`config.mk`:
```
export PLATFORM = sky130hd
export DESIGN_NAME = window_median_depth_sample
export DESIGN_NICKNAME = d
export VERILOG_FILES = /design/src/wmd_pkg.sv /design/src/window_median_depth_sample.sv /design/src/wmd_ctrl.sv /design/src/wmd_datapath.sv
export SDC_FILE = /design/constraint.sdc
export NUM_CORES = 2
export LEC_CHECK = 0
export ABC_CLOCK_PERIOD_IN_PS = 5000
export BUFFER_PORTS_ARGS = -buffer_cell sky130_fd_sc_hd__buf_2
export CELL_PAD_IN_SITES_DETAIL_PLACEMENT = 0
export CELL_PAD_IN_SITES_GLOBAL_PLACEMENT = 1
export CORE_MARGIN = 5
export CORE_UTILIZATION = 35
export DETAILED_ROUTE_END_ITERATION = 10
export PLACE_DENSITY = 0.59
export RECOVER_POWER = 50
export SYNTH_ARGS = -nofsm -noshare
export SYNTH_HDL_FRONTEND = slang
export SYNTH_SLANG_ARGS = --single-unit
```
`constraint.sdc`:
```
create_clock -name clk -period 5 [get_ports clk]
set_input_delay 0.25 -clock clk [delete_from_list [all_inputs] [get_ports clk]]
set_output_delay 0.25 -clock clk [all_outputs]
set_load 0.02 [all_outputs]
```
`src/wmd_pkg.sv`:
```
// ----------------------------------------------------------------------------
// wmd_pkg
// Shared widths, register indexes and controller/datapath interface types
// for the window median depth sampler.
// ----------------------------------------------------------------------------
package wmd_pkg;

    localparam int CENTER_W   = 12;
    localparam int DEPTH_W    = 16;
    localparam int SIZE_W     = 11;
    localparam int RADIUS_W   = 3;
    localparam int CFG_DATA_W = 11;
    localparam int CFG_IDX_W  = 2;
    localparam int COORD_W    = CENTER_W + 1;

    localparam logic [CFG_IDX_W-1:0] REG_IMAGE_WIDTH   = 2'd0;
    localparam logic [CFG_IDX_W-1:0] REG_IMAGE_HEIGHT  = 2'd1;
    localparam logic [CFG_IDX_W-1:0] REG_WINDOW_RADIUS = 2'd2;

    localparam logic [SIZE_W-1:0]   WIDTH_RESET  = 11'd640;
    localparam logic [SIZE_W-1:0]   HEIGHT_RESET = 11'd480;
    localparam logic [RADIUS_W-1:0] RADIUS_RESET = 3'd1;

    // controller -> datapath
    typedef struct packed {
        logic accept;   // beat taken this cycle
        logic shift;    // move sorted cells one place toward cell 0
        logic emit;     // register result, restart window
    } wmd_cmd_t;

    // datapath -> controller
    typedef struct packed {
        logic last_item;   // current offsets sit on the last window position
        logic drain_done;  // median has reached cell 0
    } wmd_status_t;

endpackage

```
`src/window_median_depth_sample.sv`:
```
// ----------------------------------------------------------------------------
// window_median_depth_sample
// Upper median of the nonzero in-image depths of a square window, in mm.
// ----------------------------------------------------------------------------
// Timing: the last window beat's edge starts a drain with busy high, in which
// the cells step toward cell 0 until the median sits in cell 0; the emit is
// then registered onto the result beat. Other beats give no result.
// Throughput: one beat per cycle while busy is low; a window takes its beats
// and then its drain, and no beat is taken during the drain. The receiver cannot stall.
// Reset (async, active low): 640x480, radius 1, window restarted; cells undefined.
// ----------------------------------------------------------------------------
module window_median_depth_sample
#(
    parameter  int MAX_RADIUS = 4,
    localparam int STORE      = (2 * MAX_RADIUS + 1) * (2 * MAX_RADIUS + 1),
    localparam int CNT_W      = $clog2(STORE + 1)
)
(
    input  logic                                 clk,
    input  logic                                 rst_n,
    // beat channel
    input  logic                                 start,
    output logic                                 busy,
    input  logic signed [wmd_pkg::CENTER_W-1:0]  center_u,
    input  logic signed [wmd_pkg::CENTER_W-1:0]  center_v,
    input  logic [wmd_pkg::DEPTH_W-1:0]          pixel_depth,
    // config write port
    input  logic                                 cfg_write,
    input  logic [wmd_pkg::CFG_IDX_W-1:0]        cfg_index,
    input  logic [wmd_pkg::CFG_DATA_W-1:0]       cfg_data,
    // result channel
    output logic                                 done,
    output logic [wmd_pkg::DEPTH_W-1:0]          median_depth_mm,
    output logic                                 depth_valid,
    output logic [CNT_W-1:0]                     valid_count
);
    import wmd_pkg::*;

    wmd_cmd_t    cmd;
    wmd_status_t status;

    // Sequencer: IDLE takes beats, DRAIN shifts cells until the median
    // (index c/2) sits in cell 0 and then fires the result.
    wmd_ctrl u_ctrl
    (
        .clk    (clk),
        .rst_n  (rst_n),
        .start  (start),
        .status (status),
        .cmd    (cmd),
        .busy   (busy)
    );

    // Datapath: per beat, the pixel coordinate is centre + offset and is
    // checked against the live image size; a nonzero in-image depth goes
    // into the sorted cell row in the same cycle (every cell compares in
    // parallel). The centre check for the result uses the last beat's centre.
    wmd_datapath #(
        .MAX_RADIUS (MAX_RADIUS)
    ) u_datapath
    (
        .clk             (clk),
        .rst_n           (rst_n),
        .cfg_write       (cfg_write),
        .cfg_index       (cfg_index),
        .cfg_data        (cfg_data),
        .center_u        (center_u),
        .center_v        (center_v),
        .pixel_depth     (pixel_depth),
        .cmd             (cmd),
        .status          (status),
        .done            (done),
        .median_depth_mm (median_depth_mm),
        .depth_valid     (depth_valid),
        .valid_count     (valid_count)
    );

endmodule

```
`src/wmd_ctrl.sv`:
```
// ----------------------------------------------------------------------------
// wmd_ctrl
// Sequencer: takes beats while idle, walks the median down after the last
// window beat, then fires the result.
// ----------------------------------------------------------------------------
module wmd_ctrl
(
    input  logic                 clk,
    input  logic                 rst_n,
    input  logic                 start,
    input  wmd_pkg::wmd_status_t status,
    output wmd_pkg::wmd_cmd_t    cmd,
    output logic                 busy
);
    import wmd_pkg::*;

    typedef enum logic [1:0] {
        ST_IDLE  = 2'b01,
        ST_DRAIN = 2'b10
    } state_t;

    state_t state_reg;
    state_t state_next;

    always_comb
    begin
        state_next = state_reg;
        unique case (state_reg)
            ST_IDLE:
            begin
                if (start && status.last_item)
                begin
                    state_next = ST_DRAIN;
                end
            end
            ST_DRAIN:
            begin
                if (status.drain_done)
                begin
                    state_next = ST_IDLE;
                end
            end
            default:
            begin
                state_next = ST_IDLE;
            end
        endcase
    end

    always_ff @(posedge clk or negedge rst_n)
    begin
        if (!rst_n)
        begin
            state_reg <= ST_IDLE;
        end
        else
        begin
            state_reg <= state_next;
        end
    end

    assign busy       = (state_reg != ST_IDLE);
    assign cmd.accept = start && (state_reg == ST_IDLE);
    assign cmd.shift  = (state_reg == ST_DRAIN) && !status.drain_done;
    assign cmd.emit   = (state_reg == ST_DRAIN) && status.drain_done;

endmodule

```
`src/wmd_datapath.sv`:
```
// ----------------------------------------------------------------------------
// wmd_datapath
// Config registers, window offset counters, sorted insertion cell row,
// drain counter and result registers.
// ----------------------------------------------------------------------------
module wmd_datapath
#(
    parameter  int MAX_RADIUS = 4,
    localparam int STORE      = (2 * MAX_RADIUS + 1) * (2 * MAX_RADIUS + 1),
    localparam int CNT_W      = $clog2(STORE + 1)
)
(
    input  logic                                 clk,
    input  logic                                 rst_n,
    input  logic                                 cfg_write,
    input  logic [wmd_pkg::CFG_IDX_W-1:0]        cfg_index,
    input  logic [wmd_pkg::CFG_DATA_W-1:0]       cfg_data,
    input  logic signed [wmd_pkg::CENTER_W-1:0]  center_u,
    input  logic signed [wmd_pkg::CENTER_W-1:0]  center_v,
    input  logic [wmd_pkg::DEPTH_W-1:0]          pixel_depth,
    input  wmd_pkg::wmd_cmd_t                    cmd,
    output wmd_pkg::wmd_status_t                 status,
    output logic                                 done,
    output logic [wmd_pkg::DEPTH_W-1:0]          median_depth_mm,
    output logic                                 depth_valid,
    output logic [CNT_W-1:0]                     valid_count
);
    import wmd_pkg::*;

    localparam int RAD_W = $clog2(MAX_RADIUS + 2);
    localparam int OFS_W = RAD_W + 1;
    localparam int RST_R = (int'(RADIUS_RESET) > MAX_RADIUS) ? MAX_RADIUS
                                                             : int'(RADIUS_RESET);
    localparam logic signed [OFS_W-1:0] OFS_RESET = OFS_W'(-RST_R);

    function automatic logic in_range(logic signed [COORD_W-1:0] c,
                                      logic [SIZE_W-1:0] lim);
        in_range = !c[COORD_W-1] && (c[COORD_W-2:0] < (COORD_W-1)'(lim));
    endfunction

    logic [SIZE_W-1:0]   width_reg;
    logic [SIZE_W-1:0]   height_reg;
    logic [RADIUS_W-1:0] radius_reg;
    logic                radius_wr;
    logic [RADIUS_W-1:0] radius_sel;
    logic [RAD_W-1:0]    r_eff;
    logic signed [OFS_W-1:0] r_pos;
    logic signed [OFS_W-1:0] r_neg;

    logic signed [OFS_W-1:0] col_reg;
    logic signed [OFS_W-1:0] row_reg;
    logic [CNT_W-1:0]        cnt_reg;
    logic [CNT_W-1:0]        cnt_next;
    logic [CNT_W-1:0]        drain_reg;
    logic                    center_ok_reg;
    logic                    restart;

    logic signed [COORD_W-1:0] pix_col;
    logic signed [COORD_W-1:0] pix_row;
    logic                      ins;
    logic                      last_beat;

    logic [DEPTH_W-1:0] cell_reg [STORE];
    logic [STORE-1:0]   le;
    logic               result_ok;

    logic                done_reg;
    logic [DEPTH_W-1:0]  median_reg;
    logic                valid_reg;
    logic [CNT_W-1:0]    count_reg;

    // ---- config ----
    always_ff @(posedge clk or negedge rst_n)
    begin
        if (!rst_n)
        begin
            width_reg  <= WIDTH_RESET;
            height_reg <= HEIGHT_RESET;
            radius_reg <= RADIUS_RESET;
        end
        else if (cfg_write)
        begin
            unique case (cfg_index)
                REG_IMAGE_WIDTH:   width_reg  <= cfg_data[SIZE_W-1:0];
                REG_IMAGE_HEIGHT:  height_reg <= cfg_data[SIZE_W-1:0];
                REG_WINDOW_RADIUS: radius_reg <= cfg_data[RADIUS_W-1:0];
                default:           ;
            endcase
        end
    end

    // a radius write restarts the window with the new radius
    assign radius_wr  = cfg_write && (cfg_index == REG_WINDOW_RADIUS);
    assign radius_sel = radius_wr ? cfg_data[RADIUS_W-1:0] : radius_reg;

    always_comb
    begin
        if (int'(radius_sel) > MAX_RADIUS)
        begin
            r_eff = RAD_W'(MAX_RADIUS);
        end
        else
        begin
            r_eff = RAD_W'(radius_sel);
        end
    end

    assign r_pos   = signed'({1'b0, r_eff});
    assign r_neg   = -r_pos;
    assign restart = radius_wr || cmd.emit;

    // ---- pixel classification ----
    assign pix_col = COORD_W'(center_u) + COORD_W'(col_reg);
    assign pix_row = COORD_W'(center_v) + COORD_W'(row_reg);

    assign status.last_item = (col_reg == r_pos) && (row_reg == r_pos);
    assign last_beat        = cmd.accept && status.last_item;

    assign ins = cmd.accept && (pixel_depth != '0) && (cnt_reg < CNT_W'(STORE))
                 && in_range(pix_col, width_reg) && in_range(pix_row, height_reg);

    assign cnt_next = cnt_reg + CNT_W'(ins);

    // ---- window position ----
    always_ff @(posedge clk or negedge rst_n)
    begin
        if (!rst_n)
        begin
            col_reg <= OFS_RESET;
            row_reg <= OFS_RESET;
        end
        else if (restart)
        begin
            col_reg <= r_neg;
            row_reg <= r_neg;
        end
        else if (cmd.accept)
        begin
            if (col_reg != r_pos)
            begin
                col_reg <= col_reg + OFS_W'(1);
            end
            else
            begin
                col_reg <= r_neg;
                if (row_reg != r_pos)
                begin
                    row_reg <= row_reg + OFS_W'(1);
                end
                else
                begin
                    row_reg <= r_neg;
                end
            end
        end
    end

    // ---- fill count, drain counter, centre check ----
    always_ff @(posedge clk or negedge rst_n)
    begin
        if (!rst_n)
        begin
            cnt_reg       <= '0;
            drain_reg     <= '0;
            center_ok_reg <= 1'b0;
        end
        else
        begin
            if (restart)
            begin
                cnt_reg <= '0;
            end
            else
            begin
                cnt_reg <= cnt_next;
            end

            if (last_beat)
            begin
                drain_reg     <= cnt_next >> 1;
                center_ok_reg <= in_range(COORD_W'(center_u), width_reg)
                                 && in_range(COORD_W'(center_v), height_reg);
            end
            else if (cmd.shift)
            begin
                drain_reg <= drain_reg - CNT_W'(1);
            end
        end
    end

    assign status.drain_done = (drain_reg == '0);

    // ---- sorted cell row: one insert per beat, one step down per drain cycle ----
    for (genvar i = 0; i < STORE; i++)
    begin : g_cell
        assign le[i] = (CNT_W'(i) < cnt_reg) && (cell_reg[i] <= pixel_depth);

        if (i == 0)
        begin : g_first
            always_ff @(posedge clk)
            begin
                if (cmd.shift)
                begin
                    cell_reg[i] <= cell_reg[(STORE > 1) ? 1 : 0];
                end
                else if (ins && !le[i])
                begin
                    cell_reg[i] <= pixel_depth;
                end
            end
        end
        else
        begin : g_rest
            always_ff @(posedge clk)
            begin
                if (cmd.shift)
                begin
                    cell_reg[i] <= cell_reg[(i + 1 < STORE) ? i + 1 : i];
                end
                else if (ins && !le[i])
                begin
                    cell_reg[i] <= le[i-1] ? pixel_depth : cell_reg[i-1];
                end
            end
        end
    end

    // ---- result ----
    assign result_ok = center_ok_reg && (cnt_reg != '0);

    always_ff @(posedge clk or negedge rst_n)
    begin
        if (!rst_n)
        begin
            done_reg <= 1'b0;
        end
        else
        begin
            done_reg <= cmd.emit;
        end
    end

    always_ff @(posedge clk)
    begin
        if (cmd.emit)
        begin
            median_reg <= result_ok ? cell_reg[0] : '0;
            valid_reg  <= result_ok;
            count_reg  <= result_ok ? cnt_reg : '0;
        end
    end

    assign done            = done_reg;
    assign median_depth_mm = median_reg;
    assign depth_valid     = valid_reg;
    assign valid_count     = count_reg;

endmodule

```
# ---- Word level (Yosys, flattened, before mapping)
# Memories as Yosys holds them, arrays and structs flattened.
# Cells that the tools add are included.
dict set report totals {
  mem_count 1
  ram_bits 1296
  ff_bits 75
  out_inout_bits 26
  inputBits 57
}
# memory depth word_bits read_ports rd_ports_with_merged_regs write_ports line_no
set mem_list {}
lappend mem_list {u_datapath.cell_reg 81 16 81 0 81 wmd_datapath.sv:63} ;# logic [DEPTH_W-1:0] cell_reg [STORE];
dict set report classes {
  n_addsub 7
  order_cmp 168
  mux 421
  bitwise 81
  n_reduce_logical 277
  eq_ne 12
}
# operator n
set op_table {}
lappend op_table {{2-to-1 mux 16 bit} 161}
lappend op_table {{less-or-equal comparator 16 bit} 81}
lappend op_table {{2-to-1 mux 1 bit} 245}
lappend op_table {{less-than comparator 6 x 7 -> 1 bit, first input constant} 32}
lappend op_table {{logical AND 1 bit} 179}
lappend op_table {{less-than comparator 7 bit, first input constant} 17}
lappend op_table {{less-than comparator 5 x 7 -> 1 bit, first input constant} 16}
lappend op_table {{zero test 1 bit} 86}
lappend op_table {{OR 1 bit} 81}
lappend op_table {{less-than comparator 4 x 7 -> 1 bit, first input constant} 8}
lappend op_table {{less-than comparator 12 x 11 -> 1 bit} 4}
lappend op_table {{less-than comparator 3 x 7 -> 1 bit, first input constant} 4}
lappend op_table {{2-to-1 mux 4 bit} 7}
lappend op_table {{adder 12 x 4 -> 13 bit} 2}
lappend op_table {{2-to-1 mux 7 bit} 3}
lappend op_table {{nonzero test 16 bit} 1}
lappend op_table {{less-than comparator 1 x 7 -> 1 bit, first input constant} 2}
lappend op_table {{less-than comparator 2 x 7 -> 1 bit, first input constant} 2}
lappend op_table {{AND reduction 2 bit} 5}
lappend op_table {{adder 4 x 2 -> 4 bit, second input constant} 2}
lappend op_table {{equality test 4 bit} 2}
lappend op_table {{!= test 2 x 1 -> 1 bit, second input constant} 4}
lappend op_table {{!= test 4 bit} 2}
lappend op_table {{adder 7 x 1 -> 7 bit} 1}
lappend op_table {{14 further kinds} 19}

# ---- Logic depth before layout (Yosys ltp)
dict set report depth {
  ltp_word 11
  ltp_mapped 27
  ltp_nobuf 23
}

# ---- By module
# From an unflattened synthesis, not the netlist that was laid out.
dict set report hier_totals {
  cells_unflattened 9157
  hier_area_um2 103745.8
}
# module cells_each n_inst area_per_inst_um2 seq_area_each_um2
set by_module_without_submodules {}
lappend by_module_without_submodules {wmd_datapath 9148 1 103639.4 40883.0}
lappend by_module_without_submodules {wmd_ctrl 9 1 106.4 51.3}

# ---- Worst setup path after synthesis
# OpenSTA, ideal clock, no wires.
dict set report synth_path {
  path_type {input port to flip-flop}
  startpoint {in pixel_depth[7] in the netlist's numbering}
  endpoint {mem u_datapath.cell_reg[76][0] (netlist: u_datapath.cell_reg[2][192]), enable pin}
  n_path_buf 3
  cell_stages 11
  t_arrival_ns 4.766
  path_slack_ns -0.231
  path_cell_list {clkbuf_1 clkbuf_1 inv_1 ha_1 a2111oi_0 nand2_1 a31oi_1 o21ai_0 a221oi_2 clkbuf_1 o21ai_0}
}
# element line_no
set synth_rtl {}
lappend synth_rtl {{start, declared} window_median_depth_sample.sv:26} ;# input logic [wmd_pkg::DEPTH_W-1:0] pixel_depth,
lappend synth_rtl {{end, declared} wmd_datapath.sv:63}

==> results.yml <==
status:
  status: "finished with violations"
  violations: "max-capacitance violations, max-slew violations"
setup_path:
  start_kind: "register"
  crit_chain: "ha_1 > inv_1 > fa_1 > nor2b_2 > o31a_1 > o21a_1 > nor2_1 > xnor2_1 > ha_1 > a21oi_1 > nor2b_1 > a2111oi_2 > a31oi_1 > buf_4 > nor3_4 > nand3_4 > buf_12 > buf_12 > buf_12 > buf_4 > o21ai_0 > o21ai_0"
  required_ns: 5.56
  crit_path_top_delay_cell: "dfstp_2"
  cp_max_fo: 43
  end_kind: "register"
  criticalPathCategory: "register to register"
  worst_path_most_repeated_cell: "buf_12"
  worstPathArrival_ns: 5.34
  critical-path-max-stage-delay_ns: 0.54
place:
  dp_hpwl_um: 283300
  port-buffer-count: 82
  dp_cells: 13645
  gp_congestion: 0.9037
global_routing:
  grt_pass1_vias: 84744
  gr-total-overflow: 0
  grt_use_total_pct: 24.58
  antenna_found_initial: 22
  grt_max_degree: 82
  grt_pass1_wl_um: 574400
finish:
  area_growth_pct: 15.16
  fin_nets: 11343
  drive_gt1_share_pct: 17.12
  fin_util_pct: 40.37
  layout.cells.non_filler: 14009
  fill_cells: 28614
  largest_register_ffs: 1296
synthesis:
  synth_seq_cells: 1371
  synthFlopType: "edfxtp_1"
  synth_compound_area_share_pct: 16.64
  synthAdderAreaFrac_pct: 16.31
  syn_nets: 11089
  synth_commonest_cells: "ha_1 (1351), edfxtp_1 (1320), o21ai_0 (1165)"
  synth-xor-area-share_pct: 0.2530
  yosysMostFrequentCell: "ha_1"
  yosysWarnings: 0
  async_flop_share_pct: 3.720
  yosys.area.top_type_share_pct: 38.16
  synthTopCellsByArea: "edfxtp_1 (38%), ha_1 (16%), mux2i_1 (9.2%), mux2_2 (6.8%), o21ai_0 (5.6%)"
  synth_top_family_by_area: "multiplexers"
  yosys.area.top_type: "edfxtp_1"
  synth.area.mux_share_pct: 17.25
  synth_enable_flop_cells: 1320
  syn_avg_cell_area_um2: 10.73
  netlist_instances: 9679
  syn_area_mm2: 0.1039
  ys_types: 96
  ys_seq_area_share_pct: 39.41
  synthSimpleGateAreaFrac_pct: 6.782
clock_tree:
  clock_latency_ns: 0.86
  cts_buffer_depth: 4
  cts_sinks: 1371
  cts_root_buf: "clkbuf_16"
  cts_made_buffers: 182
  cts_tree: "built"
  htreeDepth: 4
  path_clk_slew_ns: 0.06
sta:
  relSlewSlack_pct: -121.0
  finalHoldViolCount: 0
  worst_pin_slew_ns: 3.316
  min_period_over_period_pct: 95.42
  layout_min_cycle_time_ns: 4.771
  timing_max_transition_violations_final: 52
  rsz0062_at_grt: "true"
  clock_skew_ns: 0.06195
  max_freq_ghz: 0.2096
  fin_hold_ws_ns: 0.08047
  setup_viol: 0
floorplanning:
  dieHeight_um: 554.8
  initial_utilization_pct: 35.06
  dieArea_mm2: 0.3077
  design.core.area_mm2: 0.2963
  die_w_um: 554.8
  core.rowCount: 200
  ioPinCount: 83
drt:
  top_layer_used: "met5"
  drc: 0
  vias: 84064
  first_pass_iters: 10
  avgViaCountPerCell: 6.001
  wl_met2_um: 185200
  wl_per_cell_um: 28.27
  drt-met1-wl_um: 173400
  routed_wl_um: 396100
  postRouteAntennaNets: 0
  wl_met3_um: 23860
  drtIter0Drc: 7696
pwr:
  p_per_area_mw_per_mm2: 356.1
  leakage_nw: 47.29
  vdd_ir_drop_max_v: 0.0002567
min_path:
  hp-class: "input pin to register"
run:
  maxCapViolations: 1
-- kinds of logic (layout without fill, tap and decap cells) --
family,Yosys count,after routing
mux,1691,1691
flops,1371,1371
fa+ha+maj,1353,1353
compound gates,3005,3005
buf+inv,849,1233
simple gates,1380,1380
other cells,0,7
xor+xnor,30,30
-- report_power, final --
part | switching (mW) | internal [mW]
Combinational | 7.56 | 5.57
Clock | 5.46 | 7.39
Sequential | 1.52 | 15.1
Total | 14.5 | 28.1
-- routing by layer --
metal / GRT usage [%] / vias to the layer above
met5: 0 / -
met4: 7.788 / 2
met3: 3.324 / 686
met2: 41.00 / 2882
met1: 33.02 / 42066
li1: - / 38428
-- layout by cell type (no fill, tap or decap), types with 38 or more instances in the layout --
| cell | instances |
|---|---|
| ha_1 | 1344 |
| edfxtp_1 | 1320 |
| o21ai_0 | 1148 |
| mux2i_1 | 954 |
| a21oi_1 | 774 |
| mux2_2 | 622 |
| buf_4 | 479 |
| a31oi_1 | 413 |
| nand2_1 | 343 |
| nor2_1 | 253 |
| nand4_1 | 195 |
| clkbuf_16 | 189 |
| inv_1 | 160 |
| nand3_1 | 145 |
| buf_12 | 122 |
| mux2_1 | 99 |
| o21a_1 | 94 |
| a21o_1 | 94 |
| a211oi_1 | 87 |
| nand2b_1 | 71 |
| nor3_1 | 71 |
| o21ai_1 | 66 |
| nor2b_1 | 64 |
| clkbuf_1 | 63 |
| o211ai_1 | 54 |
| a2111oi_0 | 53 |
| and3_1 | 48 |
| buf_2 | 41 |
| clkinv_1 | 40 |
| nor4_1 | 38 |
-- what timing repair did --
item	CTS	global route
resized for setup	0	44
setup buffers	0	3
endpoints found under the setup margin	0	2101
hold buffers	33	0
hold endpoints to repair	95	0
-- final cells by class --
type                            instances  area, um2  share of cell area [%]
Antenna cell                            7      17.52                 0.01465
Clock buffer                          217       4750                   3.971
Clock inverter                         97      807.0                  0.6747
Inverter                              176      735.7                  0.6151
Multi-Input combinational cell       7459      60190                   50.33
Sequential cell                      1371      40940                   34.23
Tap cell                             3939       4928                   4.121
Timing Repair Buffer                  742       7228                   6.043
Timing Repair inverter                  1      8.758                0.007323
-- final timing paths --
kind / startpoint / to / slack (ns) / depth (start not counted)
min reg2reg: u_datapath.height_reg[1] / u_datapath.height_reg[1] / 0.51 / 1
min in group asynchronous: rst_n / u_datapath.height_reg[9] / 1.17 / 3
max in group asynchronous: rst_n / u_datapath.cnt_reg[2] / 1.71 / 3
max reg2reg: u_datapath.col_reg[0] / u_datapath.cell_reg[1][51] / 0.23 / 22
min: pixel_depth[13] / u_datapath.cell_reg[1][189] / 0.08 / 3
max: u_datapath.col_reg[0] / u_datapath.cell_reg[1][51] / 0.23 / 22
-- through the flow --
step / total power, mW / setup slack [ns] / cell area, um2 / setup TNS [ns]
2_1_floorplan: 24.13 / -0.07346 / 104000 / -6.929
3_3_place_gp: 29.17 / -0.01710 / 113400 / -0.07372
3_5_place_dp: 29.57 / 0.05654 / 113400 / 0
4_1_cts: 42.52 / 0.008622 / 119300 / 0
5_1_grt: 44.72 / -0.01162 / 119600 / -0.06563
6_report: 42.59 / 0.2288 / 119600 / 0
-- worst max-delay path: cells and delay by family, from the launching register on --
family                     cells  cell delay, ns
AOI/OAI and AO/OA              7            1.36
buffers and inverters          6            0.97
adders and majority gates      3            0.86
DFF                            1            0.54
and+or+nand+nor                5            0.53
xor gates and xnor gates       1            0.17
Note: power is estimated with default switching activity, not from simulation.
